==> src/hdl/mwss_pkg.sv <==
// shared types and constants for the maximum window sum block
package mwss_pkg;

	// fixed widths of the register file and the result beat
	localparam int SIDE_CFG_BITS   = 7;
	localparam int WINDOW_CFG_BITS = 5;
	localparam int CFG_DATA_BITS   = 7;
	localparam int CFG_INDEX_BITS  = 1;
	localparam int SUM_BITS        = 24;

	// register indexes
	localparam logic [CFG_INDEX_BITS-1:0] REG_MATRIX_SIDE = 1'd0;
	localparam logic [CFG_INDEX_BITS-1:0] REG_WINDOW_SIDE = 1'd1;

	// saturation limits of a window sum
	localparam logic signed [SUM_BITS-1:0] SUM_MAX = {1'b0, {(SUM_BITS-1){1'b1}}};
	localparam logic signed [SUM_BITS-1:0] SUM_MIN = {1'b1, {(SUM_BITS-1){1'b0}}};

	// queue depths
	localparam int MID_DEPTH = 4;
	localparam int OUT_DEPTH = 8;

	// what the front part works out for one element
	typedef struct packed {
		logic found;       // window fits in the matrix
		logic last;        // last element of the matrix
		logic window_end;  // a complete window ends here
		logic first_row;   // column sum starts from zero
		logic sub_line;    // element leaving the column window is subtracted
		logic first_col;   // row sum starts from this column
		logic sub_left;    // column sum leaving the row window is subtracted
	} mwss_flags_t;

endpackage

==> src/hdl/mwss_front.sv <==
// front part: row and column tracking and per-element classification
module mwss_front import mwss_pkg::*; #(
	parameter int MAX_SIDE     = 64,
	parameter int MAX_WINDOW   = 16,
	parameter int ELEMENT_BITS = 16
) (
	input  logic                                               clk,
	input  logic                                               arst_n,
	input  logic                                               restart,
	input  logic [SIDE_CFG_BITS-1:0]                           matrix_side,
	input  logic [WINDOW_CFG_BITS-1:0]                         window_side,
	input  logic                                               push,
	input  logic                                               full,
	input  logic signed [ELEMENT_BITS-1:0]                     element_value,
	output logic                                               q_push,
	output logic signed [ELEMENT_BITS-1:0]                     q_value,
	output logic [$clog2(MAX_SIDE)-1:0]                        q_col,
	output logic [$clog2(MAX_WINDOW*MAX_SIDE)-1:0]             q_addr,
	output mwss_flags_t                                        q_flags,
	output logic [((MAX_WINDOW > 1) ? $clog2(MAX_WINDOW) : 1)-1:0] win_m1
);

	localparam int CNT_W  = $clog2(MAX_SIDE);
	localparam int NW     = $clog2(MAX_SIDE + 1);
	localparam int WW     = $clog2(MAX_WINDOW + 1);
	localparam int CW     = ((NW > WW) ? NW : WW) + 1;
	localparam int SLOT_W = (MAX_WINDOW > 1) ? $clog2(MAX_WINDOW) : 1;
	localparam int LS_AW  = $clog2(MAX_WINDOW * MAX_SIDE);

	logic [CNT_W-1:0]  row_q;
	logic [CNT_W-1:0]  col_q;
	logic [SLOT_W-1:0] slot_q;
	logic [NW-1:0]     side_n;
	logic [WW-1:0]     win_w;
	logic [CW-1:0]     r_x, c_x, n_x, w_x;
	logic              row_last;
	logic              col_last;
	logic              accept;

	// out-of-range settings fold onto the nearest legal value
	always_comb begin
		if (matrix_side == '0) begin
			side_n = NW'(1);
		end else if (int'(matrix_side) > MAX_SIDE) begin
			side_n = NW'(MAX_SIDE);
		end else begin
			side_n = NW'(matrix_side);
		end
		if (window_side == '0) begin
			win_w = WW'(1);
		end else if (int'(window_side) > MAX_WINDOW) begin
			win_w = WW'(MAX_WINDOW);
		end else begin
			win_w = WW'(window_side);
		end
	end

	assign r_x = CW'(row_q);
	assign c_x = CW'(col_q);
	assign n_x = CW'(side_n);
	assign w_x = CW'(win_w);

	assign row_last = (r_x == n_x - CW'(1));
	assign col_last = (c_x == n_x - CW'(1));
	assign win_m1   = SLOT_W'(win_w - WW'(1));
	assign accept   = push && !full;

	assign q_push  = accept;
	assign q_value = element_value;
	assign q_col   = col_q;
	assign q_addr  = LS_AW'(slot_q) * LS_AW'(MAX_SIDE) + LS_AW'(col_q);

	always_comb begin
		q_flags.found      = (w_x <= n_x);
		q_flags.last       = row_last && col_last;
		q_flags.window_end = (w_x <= n_x) && (r_x + CW'(1) >= w_x) && (c_x + CW'(1) >= w_x);
		q_flags.first_row  = (row_q == '0);
		q_flags.sub_line   = (r_x >= w_x);
		q_flags.first_col  = (col_q == '0);
		q_flags.sub_left   = (c_x >= w_x);
	end

	// slot_q is the row number modulo the window, selecting the line store row
	always_ff @(posedge clk or negedge arst_n) begin
		if (!arst_n) begin
			row_q  <= '0;
			col_q  <= '0;
			slot_q <= '0;
		end else if (restart) begin
			row_q  <= '0;
			col_q  <= '0;
			slot_q <= '0;
		end else if (accept) begin
			if (row_last && col_last) begin
				row_q  <= '0;
				col_q  <= '0;
				slot_q <= '0;
			end else if (col_last) begin
				row_q  <= row_q + CNT_W'(1);
				col_q  <= '0;
				slot_q <= (slot_q == win_m1) ? '0 : slot_q + SLOT_W'(1);
			end else begin
				col_q <= col_q + CNT_W'(1);
			end
		end
	end

endmodule

==> config.mk <==
export PLATFORM = sky130hd
export DESIGN_NAME = mwss_front
export DESIGN_NICKNAME = d
export VERILOG_FILES = /design/src/hdl/mwss_pkg.sv /design/src/hdl/mwss_front.sv
export SDC_FILE = /design/constraint.sdc
export NUM_CORES = 1
export LEC_CHECK = 0
export BUFFER_PORTS_ARGS = -buffer_cell sky130_fd_sc_hd__buf_4
export CAP_MARGIN = 10
export CORE_ASPECT_RATIO = 0.6
export CORE_MARGIN = 3
export CORE_UTILIZATION = 38
export DETAILED_ROUTE_END_ITERATION = 8
export PLACE_DENSITY = 0.75
export SLEW_MARGIN = 20
export SYNTH_ARGS = -nofsm -noshare
export SYNTH_HDL_FRONTEND = slang
export SYNTH_SLANG_ARGS = --single-unit
==> constraint.sdc <==
create_clock -name clk -period 6 [get_ports clk]
set_input_delay 0 -clock clk [delete_from_list [all_inputs] [get_ports clk]]
set_output_delay 0 -clock clk [all_outputs]
set_load 0.01 [all_outputs]
[Yosys cells after proc, flatten, opt, wreduce, memory -nomap -nowiden]
Cells that the tools add are included.
Word-level totals
  register bits after elaboration: 16
  input port bits: 33
  output and inout bits: 44
  logic and storage cells: 50
Operators by class
  add/subtract/negate cells: 8
  $lt $le $gt $ge: 7
  equality and inequality tests: 3
  muxes and demuxes: 17
  reduce and logical (&&, ||, !) cells: 12
Operators by type and width (number)
  $mux 6: 8
  $mux 4: 5
  $eq 6x8->1: 2
  $add 6x1->7 const B: 2
  $ge 7x5->1: 2
  $mux 7: 2
  $add 6x1->6 const B: 2
  $ge 6x5->1: 2
  $logic_not 6->1: 2
  $add 10x6->10: 1
  $mux 5: 2
  $sub 7x1->8 const B: 1
  $gt 7x7->1 const B: 1
  $le 5x7->1: 1
  $logic_not 7->1: 1
  $gt 5x5->1 const B: 1
  $logic_not 5->1: 1
  $add 4x1->4 const B: 1
  $eq 4x4->1: 1
  $logic_and 1x1->1: 4
  $sub 4x1->4 const B: 1
  $reduce_bool 3->1: 1
  $reduce_and 2->1: 1
  $reduce_bool 2->1: 1
  $logic_not 1->1: 1

[Logic depth before layout (Yosys ltp)]
  word-level depth: 10
  depth in mapped cells: 15
  depth with buffers taken out: 12

[Least setup slack after synthesis]
No wires, ideal clock.
  path kind: input -> register
  start point: input matrix_side[3]
  end point: register col_q[3], in the netlist q_col[3]
  arrival time: 2545 ps
  slack: 3378 ps
  stages: 14
  path through: buf_6 -> nor4_2 -> a21oi_1 -> nor2_1 -> inv_1 -> ha_1 -> nand4bb_1 -> a21oi_1 -> or3_1 -> o2111a_1 -> buf_6 -> and2_4 -> or4_1 -> a21oi_1
Between the ends
  longest elaborated chain between the ends: 9
Ends and longest elaborated chain
  from (decl): line mwss_front.sv:10  | input logic [SIDE_CFG_BITS-1:0] matrix_side,
  $gt 7x7->1: line mwss_front.sv:44  | end else if (int'(matrix_side) > MAX_SIDE) begin
  $mux 7: line mwss_front.sv:44
  $mux 7 (*): line mwss_front.sv:42  | if (matrix_side == '0) begin
  $sub 7x1->8 (*): line mwss_front.sv:63, mwss_front.sv:64
  $eq 6x8->1 (on tied branches): line mwss_front.sv:64, mwss_front.sv:63
  $mux 6 / $logic_and 1x1->1 (equally long branches): line mwss_front.sv:98, mwss_front.sv:94
  $mux 6 (*): line mwss_front.sv:94  | if (row_last && col_last) begin
  $mux 6 (*): line mwss_front.sv:93  | end else if (accept) begin
  $mux 6 (*): line mwss_front.sv:89  | end else if (restart) begin
  to (signal assigned): line mwss_front.sv:103  | col_q <= col_q + CNT_W'(1);
  to (decl): line mwss_front.sv:31  | logic [CNT_W-1:0] col_q;
Every way passes the cells marked *; elsewhere a longest branch is shown, timed or not. The select of a mux whose other input is x is not followed.
A chain may end at the register's enable or synchronous reset.

[Worst setup path in the final report]
  start point: input matrix_side[1]
  end point: register row_q[1]
Between the ends
  longest elaborated chain between the ends: 9
Ends and longest elaborated chain
  $gt 7x7->1: line mwss_front.sv:44
  $mux 7: line mwss_front.sv:44
  $mux 7 (*): line mwss_front.sv:42
  $sub 7x1->8 (*): line mwss_front.sv:63, mwss_front.sv:64
  $eq 6x8->1 (on tied branches): line mwss_front.sv:63, mwss_front.sv:64
  $logic_and 1x1->1: line mwss_front.sv:94
  $mux 6: line mwss_front.sv:94
  $mux 6: line mwss_front.sv:93
  $mux 6: line mwss_front.sv:89
  to (signal assigned): line mwss_front.sv:99  | row_q <= row_q + CNT_W'(1);
  to (decl): line mwss_front.sv:30  | logic [CNT_W-1:0] row_q;
Marked as above.

==> metrics.md <==
| Metric | Value |
|---|---|
| Count of filler cells inserted in the layout | `588` |
| Fmax achieved | `approximately 350 MHz` |
| Number of clock sinks seen by CTS | `16` |
| Maximum number of pins on one net before global-route repair | `17` |
| Required time worst endpoint | `6.14 ns` |
| Pre-CTS worst setup slack | `~2.9 ns` |
| Count of distinct cell types in the synthesized netlist | `between 50 and 60` |
| Flop pwr share | `37.0%` |
| Total Nets Final | `373` |
| Residual overflow from global routing | `0` |
| Post-layout minimum cycle time | `approximately 2.9 ns` |
| Setup ws final | `between 3 and 4 ns` |
| Layout overhead on the synthesized area | `11.0%` |
| Number of vias in the routed layout | `approximately 2.1k` |
| Overall die width | `107 microns` |
| Initial Utilization | `between 40% and 50%` |
| Number of max-slew violations in the final report | `0` |
| Minimum hold slack | `between 0.000004 and 0.000005 ns` |
| Row count | `21` |
| Final Hold Viols | `0` |
| Total die area | `0.00717 sq mm` |
| Iteration-0 DRC Markers | `between 150 and 200` |
| HPWL after DPL | `approximately 4.9 mm` |
| Number of I/O pins | `just under 80` |
| Sum of internal, switching and leakage power | `roughly 320 uW` |
| EDFF count, synth | `0` |
| Post-synthesis area per instance | `around 8.0 sq um` |
| Part of the power in the clock network | `between 20 and 30%` |
| TritonCTS Buffers | `3` |
| Placed instance area | `between 0.002 and 0.003 sq mm` |
| Clk_lat worst skew | `0.25 ns` |
| Peak supply drop | `between 0.08 and 0.09 mV` |
| CTS H-tree depth | `1` |
| Setup Fix Bufs, Post-CTS | `0` |
| Count of TritonRoute iterations in the first routing pass | `4` |
| Setup-failing EPs final | `0` |
| Routed vias/inst | `around 5.5` |
| First-pass GRT wire length | `approximately 10 mm` |
| Element type at the critical path end | `flop` |
| Max_cap viols | `0` |
| Post-synthesis sequential area ratio | `between 10% and 20%` |
| Crit path max fanout | `12` |
| Total nets after synthesis | `357` |
| Type of the tightest min-delay check | `input port to primary output` |
| Share of cells above drive strength 1 | `between 10% and 20%` |
| Clock Skews | `~0.0026 ns` |
| Vertical die dimension | `around 67 microns` |
| Input/output buffers | `between 40 and 50` |
| Proportion of register bits with asynchronous set or reset after synthesis | `100%` |
| Maximum buffer depth of the clock tree | `2` |
| Switching part of the total | `approximately a third` |
| Setup repair after global routing missed its margin | `false` |
| Count of yosys warnings during synthesis | `0` |
| Switch Pwr | `around 110 uW` |
| Aggregate routed wire length | `just over 6 mm` |
| Internal power summed over all cells | `roughly 210 uW` |
| Number of antenna violations at the first check in global routing | `0` |
| Launching element type of the critical path | `input port` |
| Post-synthesis register bit count | `16` |
| Number of nets with antenna violations after routing | `0` |
| Avg WL per Cell | `around 16 microns` |
| Setup Total Neg Slack | `0 ns` |
| Total power per unit cell area | `124 mW/mm^2` |
| Clock tree from TritonCTS | `yes` |
| GPL Wtd Cong | `0.883` |
| Clock root buffer | `clkbuf_8` |
| Leakage component of the power | `about 0.0012 uW` |
| Number of antenna diodes | `0` |
| Outcome | `finished, final reports clean` |
| Remaining design rule violation count | `0` |
| Most used flip-flop cell after synthesis | `dfrtp_1` |
| Number of instances in the synthesized netlist | `292` |
| Post-route standard cell area excluding fillers | `approximately 0.0026 sq mm` |
| Worst-margin pin slew | `0.944 ns` |
| Slew margin rel. | `36.4%` |
| Crit Path Class | `input port to flop` |
| Signal arrival time at the worst endpoint | `~3 ns` |
| Combinational cell fraction of total power | `~38%` |
| Clk slew on worst S/H paths | `around 0.060 ns` |
| Overall track demand over capacity in global routing | `17.6%` |
| Number of global-route vias before repair | `roughly 2k` |
| Post-synth design cell area | `between 0.002 and 0.0025 sq mm` |
| Core ar. | `around 0.0058 sq mm` |
| Fin crit share | `between 40% and 50%` |
## metal layers
layer	vias to the layer above	part of all wire (%)	global-route usage, %
met5	-	0	0
met3	2	7.6	3.48
met1	996	49	25.3
met2	74	43	28.1
met4	0	0.38	1.91
li1	1041	-	-
## Yosys cell counts (2+ instances only)
cell type  instances  area share [%]
and3_1             5             1.3
xnor2_1            9             3.4
xor2_1            10             3.7
o21ai_1            4            0.86
o21a_1             3            0.96
inv_1             20             3.2
o31a_1             2            0.75
and2_1             2            0.53
nand2b_1          10             2.7
a31oi_1            4             1.1
nand4_1            2            0.53
o31ai_1            4             1.3
nor4b_1            2            0.75
nor2b_1           11             2.9
nand3_1           12             2.6
nand2_1           27             4.3
or4_1              2            0.64
buf_4             22             7.1
nor4_1             4             1.1
buf_6              2            0.96
a21o_1             4             1.3
clkbuf_1          10             1.6
o21ai_0           12             2.6
nor2_1            10             1.6
nor3_1             4            0.86
nand3b_1           4             1.3
o211ai_1           3            0.96
dfrtp_1           16              17
a21oi_1           16             3.4
ha_1              32              17
## worst paths after layout
| kind | startpoint | end | slack, ns | depth (start not counted) |
|---|---|---|---|---|
| setup / recovery | matrix_side[1] | row_q[1]$_DFFE_PN0P_ | 3.10 | 13 |
| hold / removal | element_value[13] | q_value[13] | 0.000004 | 0 |
| setup reg to reg | q_col[0]$_DFFE_PN0P_ | row_q[2]$_DFFE_PN0P_ | 3.44 | 7 |
| hold reg to reg | slot_q[1]$_DFFE_PN0P_ | slot_q[1]$_DFFE_PN0P_ | 0.60 | 2 |
| max in group asynchronous | arst_n | q_col[3]$_DFFE_PN0P_ | 5.67 | 2 |
| min in group asynchronous | arst_n | row_q[5]$_DFFE_PN0P_ | 0.14 | 2 |
## area by class of cell
class,instances,area [sq um],area share (%)
well taps,80,100,3.86
repair buffers,45,340,13.1
clock buffers,3,41.3,1.59
inverters,20,75.1,2.89
multi-input cells,222,1640,63.1
flip-flops and latches,16,400,15.4
## through the flow
stage               utilization, %  instances
floorplan                        -        292
global placement              44.2        382
detailed placement            44.2        382
CTS                           45.1        386
global route                  45.1        386
finish                        45.1        386
## power groups by stage
stage / logic, uW / clock network, uW / registers, uW
after floorplan: 88.5 / 0 / 119
after global placement: 119 / 0 / 121
after detailed placement: 121 / 0 / 121
after CTS: 122 / 82.6 / 119
after global routing: 138 / 85.6 / 120
final: 122 / 80.3 / 119
## flip-flops by register name (all words and copies together), names as in the netlist
signal,flops
slot_q,4
q_col,6
row_q,6
## cells in the final DEF, fill, tap and decap left out, types with 5 or more instances in the layout
cell and n:
o21ai_0 12, a21oi_1 16, buf_4 44, dfrtp_1 16, nand3_1 12, nand2_1 27, xor2_1 10, nand2b_1 10
xnor2_1 9, and3_1 5, nor2b_1 11, inv_1 20, nor2_1 10, ha_1 32
## repair_timing
item / in CTS / in global routing
hold buffers: 1 / 0
resized for setup: 0 / 0
hold endpoints to repair: 16 / 0
## logic make-up after synthesis
kind of cell    after synthesis  share of synthesized area, %
simple gates                105                          25.8
buf+inv                      54                          12.8
xor+xnor                     20                          8.07
compound gates               65                          19.0
fa+ha+maj                    32                          17.1
flops                        16                          17.1
## critical path, cell delays in order
cell and delay [ns]:
buf_4 0.13, nor4_2 0.45, a21oi_1 0.16, nor2_1 0.18, inv_1 0.06, ha_1 0.28, nand4bb_1 0.13, a21oi_1 0.12
or3_1 0.33, o2111a_1 0.28, a21oi_1 0.66, nand2b_1 0.19, o21ai_1 0.05
No activity file was read; power rests on OpenSTA's default activity.
