==> src/hdl/mwss_queue.sv <==
// small register queue with push and pop sides
module mwss_queue #(
	parameter int WIDTH = 8,
	parameter int DEPTH = 4
) (
	input  logic                       clk,
	input  logic                       arst_n,
	input  logic                       push,
	input  logic [WIDTH-1:0]           push_data,
	input  logic                       pop,
	output logic [WIDTH-1:0]           pop_data,
	output logic                       full,
	output logic                       empty,
	output logic [$clog2(DEPTH+1)-1:0] count
);

	localparam int PW = $clog2(DEPTH);
	localparam int CW = $clog2(DEPTH + 1);

	logic [WIDTH-1:0] store_q [DEPTH];
	logic [PW-1:0]    wr_ptr_q;
	logic [PW-1:0]    rd_ptr_q;
	logic [CW-1:0]    count_q;
	logic             do_push;
	logic             do_pop;

	assign full     = (count_q == CW'(DEPTH));
	assign empty    = (count_q == '0);
	assign count    = count_q;
	assign do_push  = push && !full;
	assign do_pop   = pop && !empty;
	assign pop_data = store_q[rd_ptr_q];

	always_ff @(posedge clk or negedge arst_n) begin
		if (!arst_n) begin
			wr_ptr_q <= '0;
			rd_ptr_q <= '0;
			count_q  <= '0;
		end else begin
			if (do_push) begin
				wr_ptr_q <= (wr_ptr_q == PW'(DEPTH - 1)) ? '0 : wr_ptr_q + PW'(1);
			end
			if (do_pop) begin
				rd_ptr_q <= (rd_ptr_q == PW'(DEPTH - 1)) ? '0 : rd_ptr_q + PW'(1);
			end
			if (do_push && !do_pop) begin
				count_q <= count_q + CW'(1);
			end else if (do_pop && !do_push) begin
				count_q <= count_q - CW'(1);
			end
		end
	end

	always_ff @(posedge clk) begin
		if (do_push) begin
			store_q[wr_ptr_q] <= push_data;
		end
	end

endmodule

==> config.mk <==
export PLATFORM = sky130hd
export DESIGN_NAME = mwss_queue
export DESIGN_NICKNAME = d
export VERILOG_FILES = /design/src/hdl/mwss_queue.sv
export SDC_FILE = /design/constraint.sdc
export NUM_CORES = 1
export LEC_CHECK = 0
export BUFFER_PORTS_ARGS = -buffer_cell sky130_fd_sc_hd__buf_4
export CORE_MARGIN = 4
export CORE_UTILIZATION = 40
export CTS_BUF_LIST = sky130_fd_sc_hd__clkbuf_4
export CTS_CLUSTER_SIZE = 14
export DETAILED_ROUTE_END_ITERATION = 8
export MAX_ROUTING_LAYER = met4
export PLACE_DENSITY_LB_ADDON = 0.3
export SLEW_MARGIN = 20
export SYNTH_ARGS = -nofsm -noshare
export SYNTH_HDL_FRONTEND = slang
export SYNTH_SLANG_ARGS = --single-unit
==> constraint.sdc <==
create_clock -name clk -period 2.14 [get_ports clk]
set_input_delay 0.214 -clock clk [delete_from_list [all_inputs] [get_ports clk]]
set_output_delay 0.214 -clock clk [all_outputs]
set_load 0.1 [all_outputs]
# Word-level counts from Yosys, hierarchy flattened
# Memories as Yosys holds them, arrays and structs flattened.
# Index checks and enable logic that the tools add are counted.
# op_classes
addsub	4
eq_ne	3
n_mux	6
n_reduce_logical	10
# op_table
cell	n
two-way mux 3 bit	2
adder 2 x 1 -> 2 bit, second input constant	2
== test 2 bit, second input constant	2
logical AND 1 bit	4
logical NOT 1 bit	4
two-way mux 2 bit	2
adder 3 x 1 -> 3 bit, second input constant	1
== test 3 bit, second input constant	1
logical NOT 3 bit	1
subtractor 3 x 1 -> 3 bit, second input constant	1
two-way mux 1 bit	2
nonzero test 2 bit	1
# word_totals
reg_bits	7
mem_bits_rw	32
inputBits	12
out_inout_bits	13
word_cells	27
n_memories	1
# memory_table
name	words	word_bits	rd	rd_clocked_by_memory_dff	write_ports	line	text
store_q	4	8	1	0	1	20	logic [WIDTH-1:0] store_q [DEPTH];

# Logic depth before layout (Yosys ltp)
# Gate-level depths: netlist of run 1.
# depth
word_depth	7
mapped_depth	8
depth_no_buf	8

# Worst setup path before layout of run 1
# No wires, ideal clock.
# synth_path
path_kind	reg-to-reg
start	register count_q[0], in the netlist count[0]
end	register count_q[2], in the netlist count[2]
setup_time_ps	163
t_arrival_ps	4499
required_ps	1977
setup_slack_ps	-2522
stages_incl_launch_ff	9
path_buffers	0
period_less_slack_ps	4662
path_cell_list	dfrtp_1 > nor3_1 > nand2b_4 > ha_1 > inv_1 > fa_1 > xor2_1 > nor2_1 > xor2_1
# synth_via
elab_chain_len	6
elab_cells_between_ends	15
classes_between	add/sub (2); eq/ne (1); mux (2); reduce/logical (10)
# synth_rtl
element	line	text
start: declaration	23	logic [CW-1:0] count_q;
start signal: assignment	47	count_q <= count_q + CW'(1);
start signal: assignment	49	count_q <= count_q - CW'(1);
logical NOT 3 bit (*)	28	assign empty = (count_q == '0);
via empty	13	output logic empty,
logical NOT 1 bit (*)	31	assign do_pop = pop && !empty;
logical AND 1 bit (*)	31	
logical NOT 1 bit	46	if (do_push && !do_pop) begin
logical AND 1 bit	46	
two-way mux 3 bit or nonzero test 2 bit (tied branches)	n/a	
# Mark *: on every way through the listed nets, which the timed path passes. The rest lies on a longest branch. The select of a mux whose other input is x is not followed.
# A chain may end at the register's enable or synchronous reset.

# Final worst setup path of run 1
# layout_path
start	register count_q[0], in the netlist count[0]
end	register count_q[1], in the netlist count[1]
# layout_via
elab_chain_len	6
elab_cells_between_ends	15
classes_between	add/sub (2); eq/ne (1); mux (2); reduce/logical (10)
# layout_rtl
element	line	text
== test 3 bit (*)	27	assign full = (count_q == CW'(DEPTH));
logical NOT 1 bit (*)	30	assign do_push = push && !full;
logical AND 1 bit (*)	30	
via do_push	24	logic do_push;
logical NOT 1 bit	48	end else if (do_pop && !do_push) begin
logical AND 1 bit	48	
nonzero test 2 bit (no line)	n/a	
# Marked as above.

==> results of run 1 <==
-- path summary, 6_finish.rpt --
check,depth (start not counted),start,to,slack (ps)
setup / recovery,6,count[0],count[1],170
hold / removal,1,push_data[2],store_q[3][2],60
setup reg to reg,6,count[0],count[1],170
hold reg to reg,1,count[2],count[2],570
max in group asynchronous,2,arst_n,count[2],1790
min in group asynchronous,2,arst_n,wr_ptr_q[0],200
-- flip-flops by register name, summed over array words and instances, names as in the netlist --
name and flops:
store_q 32, count 3, rd_ptr_q 2, wr_ptr_q 2
-- area by class of cell --
| type | instances | area (um^2) | area share, % |
|---|---|---|---|
| well taps | 48 | 60.1 | 3.03 |
| clock buffers | 5 | 37.5 | 1.89 |
| multi-input cells | 35 | 492 | 24.8 |
| inverters | 3 | 11.3 | 0.568 |
| flip-flops and latches | 39 | 1150 | 57.9 |
| clock inverters | 3 | 43.8 | 2.21 |
| repair buffers | 25 | 190 | 9.59 |
-- metal layers --
metal / track usage [%] / vias to the layer above / part of all wire, %
met5: - / - / 0
met4: 5.64 / 0 / 1.9
met3: 4.77 / 5 / 4.7
met2: 21.2 / 14 / 55
met1: 12.1 / 404 / 38
li1: - / 360 / -
-- synthesized netlist by cell type, drive strengths merged --
library cell	number	area (um^2)
mux2	5	71.3
xor2	2	17.5
inv	3	11.3
nor2b	1	13.8
clkbuf	1	3.75
fa	1	20.0
buf	1	5.00
nor3b	1	18.8
mux4	8	180
nor2	4	15.0
nor3	1	5.00
dfrtp	7	175
and2	3	18.8
nand2b	1	13.8
xnor2	1	8.76
ha	6	75.1
nand2	1	3.75
edfxtp	32	961
-- repair_timing --
item,CTS,global route
hold endpoints to repair,7,0
gates resized for setup,1,0
hold buffers,1,0
setup endpoints to repair,8,0
-- logic make-up (layout without fill, tap and decap cells) --
| group | Yosys count | in the layout |
|---|---|---|
| simple gates | 12 | 12 |
| xor+xnor | 3 | 3 |
| mux | 13 | 13 |
| fa+ha+maj | 7 | 7 |
| buf+inv | 5 | 36 |
| flops | 39 | 39 |
-- worst register-to-register path: cells and delay by family (launching register included) --
family / cells / cell delay [ps]
fa+ha+maj: 2 / 600
simple gates: 2 / 400
flops: 1 / 550
mux: 1 / 270
buf+inv: 1 / 50
-- per-stage QoR --
stage / cells / worst slack (ps) / cell area [um^2]
CTS: 158 / 137 / 1980
finish: 158 / 169 / 1980
detailed placement: 149 / 183 / 1890
global route: 158 / 70.0 / 1980
floorplan: 79 / -662 / 1660
global placement: 149 / 207 / 1890
-- cells in the final DEF (no fill, tap or decap), drive strengths merged, types with 3 or more instances in the layout --
master | synthesis | layout
dfrtp | 7 | 7
nor2 | 4 | 4
mux4 | 8 | 8
clkbuf | 1 | 5
inv | 3 | 3
edfxtp | 32 | 32
mux2 | 5 | 5
ha | 6 | 6
buf | 1 | 24
and2 | 3 | 3
==> out/qor.log, run 1 <==
qor: clock_network.clk_pin_slew_worst_setup_hold_paths 120 ps
qor: outcome.run_status completed
qor: worst_setup_path.setup.worst_path.start_class register
qor: logic_synthesis.flop_and_latch_count_out_of_synthesis 39
qor: worst_setup_path.worstSetupEndpointType register
qor: logic_synthesis.synth.net_count 98
qor: worst_hold_path.min-delay-path-class in -> reg
qor: worst_setup_path.crit_type reg -> reg
qor: timing.worst-slew-pin-transition 833 ps
qor: die.chipWidth 71.6 um
qor: cells_and_area.postLayoutCoreUtil 52.6%
qor: die.die_outline_area 5130 um^2
qor: die.floorplan.initialDensity 42.9%
qor: worst_setup_path.critical_path_buf_inv_count 1
qor: cells_and_area.flow.area_growth_from_synthesis 22.6%
qor: clock_network.clockRootBuffer clkbuf_4
qor: timing.worst_hold_slack 56.7 ps
qor: cells_and_area.layout.nets 128
qor: grt.globalRoute.totalOverflow 0
qor: drt.wire_per_inst 16.6 um
qor: clock_network.cts.sink_count 39
qor: logic_synthesis.synthesized_cell_area 1620 um^2
qor: place.gp_congestion 0.668
qor: grt.first_global_vias 901
qor: worst_setup_path.cp.required 2380 ps
qor: logic_synthesis.synth_compound_area_share 0%
qor: drt.remaining_drc_errors 0
qor: grt.grt_pass1_wl 4.42 mm
qor: grt.antenna_found_initial 0
qor: clock_network.tritoncts built
qor: grt.grt_max_degree 14
qor: timing.maxSlewHeadroom 44.2%
qor: cells_and_area.fillerInstances 314
qor: drt.vias_per_cell 4.96
qor: logic_synthesis.main_combinational_cell_family_by_area_after_synthesis multiplexers
qor: logic_synthesis.post_synth_xor_area_fraction 1.62%
qor: timing.final-hold-violation-count 0
qor: logic_synthesis.synthAdderAreaFrac 5.88%
qor: worst_setup_path.critical_path_arrival 2210 ps
qor: logic_synthesis.ys_types 19
qor: drt.route.vias.total 783
qor: die.fp.dieH 71.6 um
qor: logic_synthesis.syn-mean-instance-area 20.5 um^2
qor: die.io_pins 25
qor: die.placeableCoreArea 3770 um^2
qor: logic_synthesis.yosysSeqAreaShare 70.2%
qor: drt.detailedRoute.firstPassIterationCount 4
qor: timing.period_needed 1970 ps
qor: timing.setup_total_negative_slack 0 ps
qor: flow_run.max-cap-violations 0
qor: worst_setup_path.max_stage_delay 550 ps
qor: drt.drtIter0Drc 21
qor: clock_network.cts_inserted_buffers 5
qor: logic_synthesis.synth.mux.area_fraction 15.5%
qor: timing.finalSetupViolCount 0
qor: grt.grt_usage 12.3%
qor: logic_synthesis.synth-simple-area-share 5.49%
qor: logic_synthesis.syn-instance-count 79
qor: cells_and_area.layout-drive-gt1-share 53.6%
qor: drt.count_of_antenna_violating_nets_left_after_detailed_routing 0
qor: clock_network.ctsLongestPathBuffers 2
qor: clock_network.postCtsSetupBuffers 0
qor: clock_network.htree_num_levels 2
qor: timing.layout_worst_path_cycle_share 92.1%
qor: timing.grt_setup_unrepaired no
qor: die.rows 22
qor: place.io_buffer_count 24
qor: clock_network.worst_skew_pair.late_latency 350 ps
qor: timing.count_of_final_max_slew_check_failures 0
qor: timing.post_route_skew 10.8 ps
qor: worst_setup_path.critical-path-slowest-cell dfrtp_4
qor: worst_setup_path.critical_path_peak_fanout 6
qor: worst_setup_path.worstPathCellList nor3b_4 -> nor2b_4 -> ha_4 -> inv_2 -> fa_2 -> mux2_2
qor: cells_and_area.antennaDiodeCount 0
qor: logic_synthesis.yosys_warnings 0
qor: timing.max_clock_freq 507 MHz
qor: worst_setup_path.timing.critical_path.max_delay_family adder cells
qor: drt.routed_wirelength 2.62 mm
Power of run 1 is not shown: default switching activity piles up to over one toggle a cycle in this logic, so the estimate is an artifact.
==> inputs of run 2 (changes only) <==
MAX_ROUTING_LAYER = default   (was met4)
SLEW_MARGIN = default   (was 20)
==> run 2 against run 1 <==
Against the previous run: wire length increased by 0.53%; setup slack about the same; global-route usage decreased by 0.36 points.
==> out/qor.log, run 2 (synthesized netlist as in run 1, its figures left out) <==
qor: grt.groute.layer.met2.usage 21.4% [+0.20 points]
qor: clock_network.cts_inserted_buffers 5 [unchanged]
qor: cells_and_area.max_flop_register store_q
qor: clock_network.htree_num_levels 2 [unchanged]
qor: place.gp_congestion 0.662 [-0.93%]
qor: worst_setup_path.max_stage_delay 550 ps [about the same]
qor: worst_setup_path.critical_path_arrival 2210 ps [about the same]
qor: timing.setup_total_negative_slack 0 ps [unchanged]
qor: timing.finalSetupViolCount 0 [unchanged]
qor: worst_setup_path.worstSetupEndpointType register
qor: drt.route.vias.total 782 [-0.13%]
qor: grt.antenna_found_initial 0 [unchanged]
qor: cells_and_area.flow.area_growth_from_synthesis 22.6% [unchanged]
qor: drt.remaining_drc_errors 0 [unchanged]
qor: timing.maxSlewHeadroom 44.3% [+0.095 points]
qor: timing.max_clock_freq 507 MHz [unchanged]
qor: worst_setup_path.worstPathCellList nor3b_4 -> nor2b_4 -> ha_4 -> inv_2 -> fa_2 -> mux2_2
qor: die.placeableCoreArea 3770 um^2 [unchanged]
qor: clock_network.tritoncts built
qor: cells_and_area.fillerInstances 314 [unchanged]
qor: clock_network.ctsLongestPathBuffers 2 [unchanged]
qor: grt.gr-max-usage-layer met2
qor: worst_setup_path.setup.worst_path.start_class register
qor: worst_setup_path.worstReg2RegEnd count[1]
qor: worst_setup_path.timing.critical_path.max_delay_family adder cells
qor: timing.final-hold-violation-count 0 [unchanged]
qor: drt.vias_per_cell 4.95 [-0.13%]
qor: cells_and_area.final_cell_area 1980 um^2 [unchanged]
qor: timing.count_of_final_max_slew_check_failures 0 [unchanged]
qor: die.die_outline_area 5130 um^2 [unchanged]
qor: worst_setup_path.crit_type reg -> reg
qor: drt.detailedRoute.firstPassIterationCount 4 [unchanged]
qor: timing.period_needed 1970 ps [-0.00300 ps]
qor: clock_network.worst_skew_pair.late_latency 350 ps [about the same]
qor: cells_and_area.layout.nets 128 [unchanged]
qor: cells_and_area.antennaDiodeCount 0 [unchanged]
qor: drt.drtIter0Drc 28 [+33%]
qor: cells_and_area.layout-drive-gt1-share 53.6% [unchanged]
qor: die.floorplan.initialDensity 42.9% [unchanged]
qor: grt.first_global_vias 904 [+0.33%]
qor: grt.met3_capacity_usage_during_global_routing 4.77% [unchanged]
qor: grt.grt_usage 11.9% [-0.36 points]
qor: worst_setup_path.critical-path-slowest-cell dfrtp_4
qor: timing.worst_hold_slack 56.5 ps [-0.193 ps]
qor: die.chipWidth 71.6 um [unchanged]
qor: flow_run.max-cap-violations 0 [unchanged]
qor: grt.globalRoute.totalOverflow 0 [unchanged]
qor: worst_setup_path.worst_setup_path_start count[0]
qor: clock_network.cts.sink_count 39 [unchanged]
qor: drt.routed_wirelength 2.63 mm [+0.53%]
qor: worst_hold_path.min-delay-path-class in -> reg
qor: worst_setup_path.worst_setup_path_endpoint count[1]
qor: place.placement.cell_area 1890 um^2 [unchanged]
qor: grt.grtUsageMet1 11.9% [-0.18 points]
qor: timing.post_route_skew 10.8 ps [-0.0363 ps]
qor: drt.count_of_antenna_violating_nets_left_after_detailed_routing 0 [unchanged]
qor: grt.grt_max_degree 14 [unchanged]
qor: timing.worst-slew-pin-transition 832 ps [-1.41 ps]
qor: worst_setup_path.crit_cells 6 [unchanged]
qor: die.fp.dieH 71.6 um [unchanged]
qor: cells_and_area.largest_register_ff_count 32 [unchanged]
qor: worst_setup_path.critical_path_peak_fanout 6 [unchanged]
qor: cells_and_area.layout.cells.most_common_list edfxtp_1 (32), buf_4 (24), mux4_2 (8)
qor: worst_setup_path.rr_worst_depth 6 [unchanged]
qor: worst_setup_path.setup.reg_to_reg.worst_slack 170 ps [about the same]
qor: clock_network.clk_pin_slew_worst_setup_hold_paths 120 ps [about the same]
qor: timing.grt_setup_unrepaired no
qor: worst_setup_path.cp.required 2380 ps [about the same]
qor: cells_and_area.layout_commonest_cell edfxtp_1
qor: timing.layout_worst_path_cycle_share 92.1% [about the same]
qor: worst_setup_path.critical_path_buf_inv_count 1 [unchanged]
qor: drt.wire_per_inst 16.7 um [+0.53%]
qor: worst_setup_path.worst_r2r_startpoint count[0]
qor: clock_network.clockRootBuffer clkbuf_4
qor: die.io_pins 25 [unchanged]
qor: place.io_buffer_count 24 [unchanged]
qor: outcome.run_status completed
qor: grt.grt_pass1_wl 4.42 mm [-0.14%]
qor: die.rows 22 [unchanged]
## run 2: cell counts in the layout (fill, tap and decap cells not counted)
No cell type changed its count.
## run 2: what timing repair did
item	in CTS	in global routing
endpoints found under the hold margin	7	0
setup endpoints to repair	8	0
resized for setup	1	0
buffers inserted	0	0
hold buffers	1	0
## run 2: area by class of cell
type                    count  area, um^2  share of cell area (%)
clock buffers               5        37.5                    1.89
flip-flops and latches     39        1150                    57.9
multi-input cells          35         492                    24.8
clock inverters             3        43.8                    2.21
inverters                   3        11.3                   0.568
repair buffers             25         190                    9.59
well taps                  48        60.1                    3.03
## run 2: how the worst min path moves through the flow
| stage | start | endpoint | slack [ps] | depth (start not counted) |
|---|---|---|---|---|
| 2_1_floorplan | arst_n | rd_ptr_q[0] | -80 | 0 |
| 3_3_place_gp | arst_n | wr_ptr_q[0] | 30 | 1 |
| 3_5_place_dp | arst_n | wr_ptr_q[0] | 40 | 1 |
| 4_1_cts | push_data[3] | store_q[2][3] | 40 | 1 |
| 5_1_grt | push_data[2] | store_q[3][2] | 20 | 1 |
| 6_report | push_data[2] | store_q[3][2] | 60 | 1 |
## run 2: stage by stage
| step | setup WS [ps] | utilization (%) | instances |
|---|---|---|---|
| finish | 169 | 52.6 | 158 |
| detailed placement | 183 | 50.1 | 149 |
| CTS | 137 | 52.6 | 158 |
| global placement | 207 | 50.1 | 149 |
| floorplan | -662 | - | 79 |
| global route | 70.0 | 52.6 | 158 |
## run 2: metal layers
layer	vias up	routed length, um
li1	360	-
met1	403	994
met2	14	1470
met3	5	122
met4	0	51
met5	-	0
Power of run 2 is left out for the same reason.
==> inputs of run 3 (changes only) <==
CORE_UTILIZATION = 55   (was 40)
==> run 3 against run 2 <==
Against the previous run: worst hold slack improved by 25 ps; register-to-register slack hardly changed; first-iteration DRC count decreased by 29%.
==> out/qor.log, run 3 (synthesized netlist as in run 1, its figures left out) <==
qor: grt.first_global_vias 803 [-11%]
qor: clock_network.worst_skew_pair.late_latency 330 ps [-20 ps]
qor: place.placement.cell_area 1880 um^2 [-0.73%]
qor: die.floorplan.initialDensity 58.2% [+15 points]
qor: worst_setup_path.critical_path_buf_inv_count 1 [unchanged]
qor: drt.route.vias.total 765 [-2.2%]
qor: clock_network.cts_inserted_buffers 5 [unchanged]
qor: timing.maxSlewHeadroom 71.4% [+27 points]
qor: grt.grt_pass1_wl 3.93 mm [-11%]
qor: clock_network.htree_num_levels 2 [unchanged]
qor: worst_setup_path.setup.reg_to_reg.worst_slack 160 ps [about the same]
qor: cells_and_area.final_cell_area 1940 um^2 [-2.1%]
qor: worst_setup_path.worst_setup_path_start count[0]
qor: worst_setup_path.timing.critical_path.max_delay_family adder cells
qor: timing.max_clock_freq 505 MHz [-0.42%]
qor: flow_run.max-cap-violations 0 [unchanged]
qor: worst_setup_path.critical-path-slowest-cell dfrtp_4
qor: timing.period_needed 1980 ps [+8.26 ps]
qor: die.io_pins 25 [unchanged]
qor: drt.remaining_drc_errors 0 [unchanged]
qor: worst_setup_path.setup.worst_path.start_class register
qor: die.chipWidth 62.2 um [-13%]
qor: outcome.run_status completed
qor: worst_setup_path.critical_path_peak_fanout 6 [unchanged]
qor: drt.wire_per_inst 17.1 um [+2.6%]
qor: drt.drtIter0Drc 20 [-29%]
qor: die.die_outline_area 3870 um^2 [-24%]
qor: drt.detailedRoute.firstPassIterationCount 6 [+2]
qor: cells_and_area.layout-drive-gt1-share 52.3% [-1.4 points]
qor: clock_network.ctsLongestPathBuffers 2 [unchanged]
qor: place.gp_congestion 0.685 [+3.5%]
qor: worst_hold_path.min-delay-path-class in -> reg
qor: worst_setup_path.cp.required 2360 ps [-20 ps]
qor: clock_network.tritoncts built
qor: timing.worst-slew-pin-transition 428 ps [-404 ps]
qor: grt.grt_max_degree 12 [-2]
qor: grt.antenna_found_initial 0 [unchanged]
qor: timing.grt_setup_unrepaired no
qor: worst_hold_path.worst_hold_startpoint push_data[5]
qor: cells_and_area.largest_register_ff_count 32 [unchanged]
qor: cells_and_area.flow.area_growth_from_synthesis 20.0%
qor: worst_setup_path.max_stage_delay 550 ps [about the same]
qor: drt.routed_wirelength 2.43 mm [-7.8%]
qor: die.placeableCoreArea 2780 um^2 [-26%]
qor: clock_network.clockRootBuffer clkbuf_4
qor: place.dp_hpwl 1.72 mm
qor: clock_network.clk_pin_slew_worst_setup_hold_paths 100 ps [-20 ps]
qor: timing.final-hold-violation-count 0 [unchanged]
qor: worst_setup_path.worst_r2r_startpoint count[0]
qor: worst_setup_path.worstSetupEndpointType register
qor: grt.globalRoute.totalOverflow 0 [unchanged]
qor: die.fp.dieH 62.2 um [-13%]
qor: cells_and_area.layout_commonest_cell edfxtp_1
qor: cells_and_area.layout.nets 129 [+0.78%]
qor: cells_and_area.postLayoutCoreUtil 69.8% [+17 points]
qor: grt.grt_usage 13.7% [+1.8 points]
qor: cells_and_area.fillerInstances 173 [-45%]
qor: drt.count_of_antenna_violating_nets_left_after_detailed_routing 0 [unchanged]
qor: cells_and_area.layout.cells.most_common_list edfxtp_1 (32), buf_4 (25), mux4_2 (8)
qor: worst_setup_path.critical_path_arrival 2200 ps [about the same]
qor: worst_setup_path.worstPathCellList nor3b_4 -> nor2b_4 -> ha_4 -> inv_2 -> fa_2 -> mux2_2
qor: die.rows 19 [-14%]
qor: timing.finalSetupViolCount 0 [unchanged]
qor: clock_network.postCtsSetupBuffers 0 [unchanged]
qor: drt.vias_per_cell 5.39 [+8.8%]
qor: timing.layout_worst_path_cycle_share 92.5% [+0.39 points]
qor: cells_and_area.max_flop_register store_q
qor: clock_network.cts.sink_count 39 [unchanged]
qor: timing.count_of_final_max_slew_check_failures 0 [unchanged]
qor: place.io_buffer_count 24 [unchanged]
qor: worst_setup_path.crit_type reg -> reg
qor: timing.post_route_skew 5.88 ps [-4.90 ps]
qor: cells_and_area.antennaDiodeCount 0 [unchanged]
-- run 3: cell types whose count changed in the layout (fill, tap and decap cells not counted) --
cell | previous run | this run
clkbuf_4 | 5 | 6
clkinv_4 | 1 | 0
clkinv_2 | 1 | 0
bufinv_16 | 1 | 0
clkinv_1 | 0 | 2
buf_4 | 24 | 25
-- run 3: timing repair --
action                                  in CTS  in global routing
hold buffers                                 1                  0
gates resized for setup                      1                  0
endpoints found under the hold margin        7                  0
endpoints found under the setup margin       8                  0
-- run 3: worst paths after layout --
check | to | cells past startpoint
max reg2reg | count[1] | 6
min reg2reg | count[2] | 1
min in group asynchronous | count[0] | 2
min | store_q[1][5] | 1
max in group asynchronous | count[1] | 2
max | count[1] | 6
-- run 3: through the flow --
stage | setup slack, ps | TNS (ps) | hold slack [ps] | instances
after global routing | 72.7 | 0 | 53.1 | 142
after CTS | 149 | 0 | 59.6 | 142
after floorplan | -662 | -7340 | -81.6 | 79
after global placement | 213 | 0 | 32.4 | 133
after detailed placement | 181 | 0 | 36.0 | 133
final | 160 | 0 | 81.4 | 142
-- run 3: routing by layer --
metal,track usage [%],vias to the layer above,wire [um]
met5,0,-,0
met4,7.32,0,44
met1,16.2,373,962
met3,5.23,5,146
met2,21.5,22,1270
li1,-,365,-
-- run 3: final cells by class --
| type | count | area [um^2] | share of cell area, % |
|---|---|---|---|
| Timing Repair Buffer | 26 | 198 | 10.2 |
| Inverter | 3 | 11.3 | 0.580 |
| Sequential cell | 39 | 1150 | 59.2 |
| Clock buffer | 6 | 45.0 | 2.32 |
| Tap cell | 31 | 38.8 | 2.00 |
| Multi-Input combinational cell | 35 | 492 | 25.3 |
| Clock inverter | 2 | 7.51 | 0.387 |
Power of run 3 is left out for the same reason.
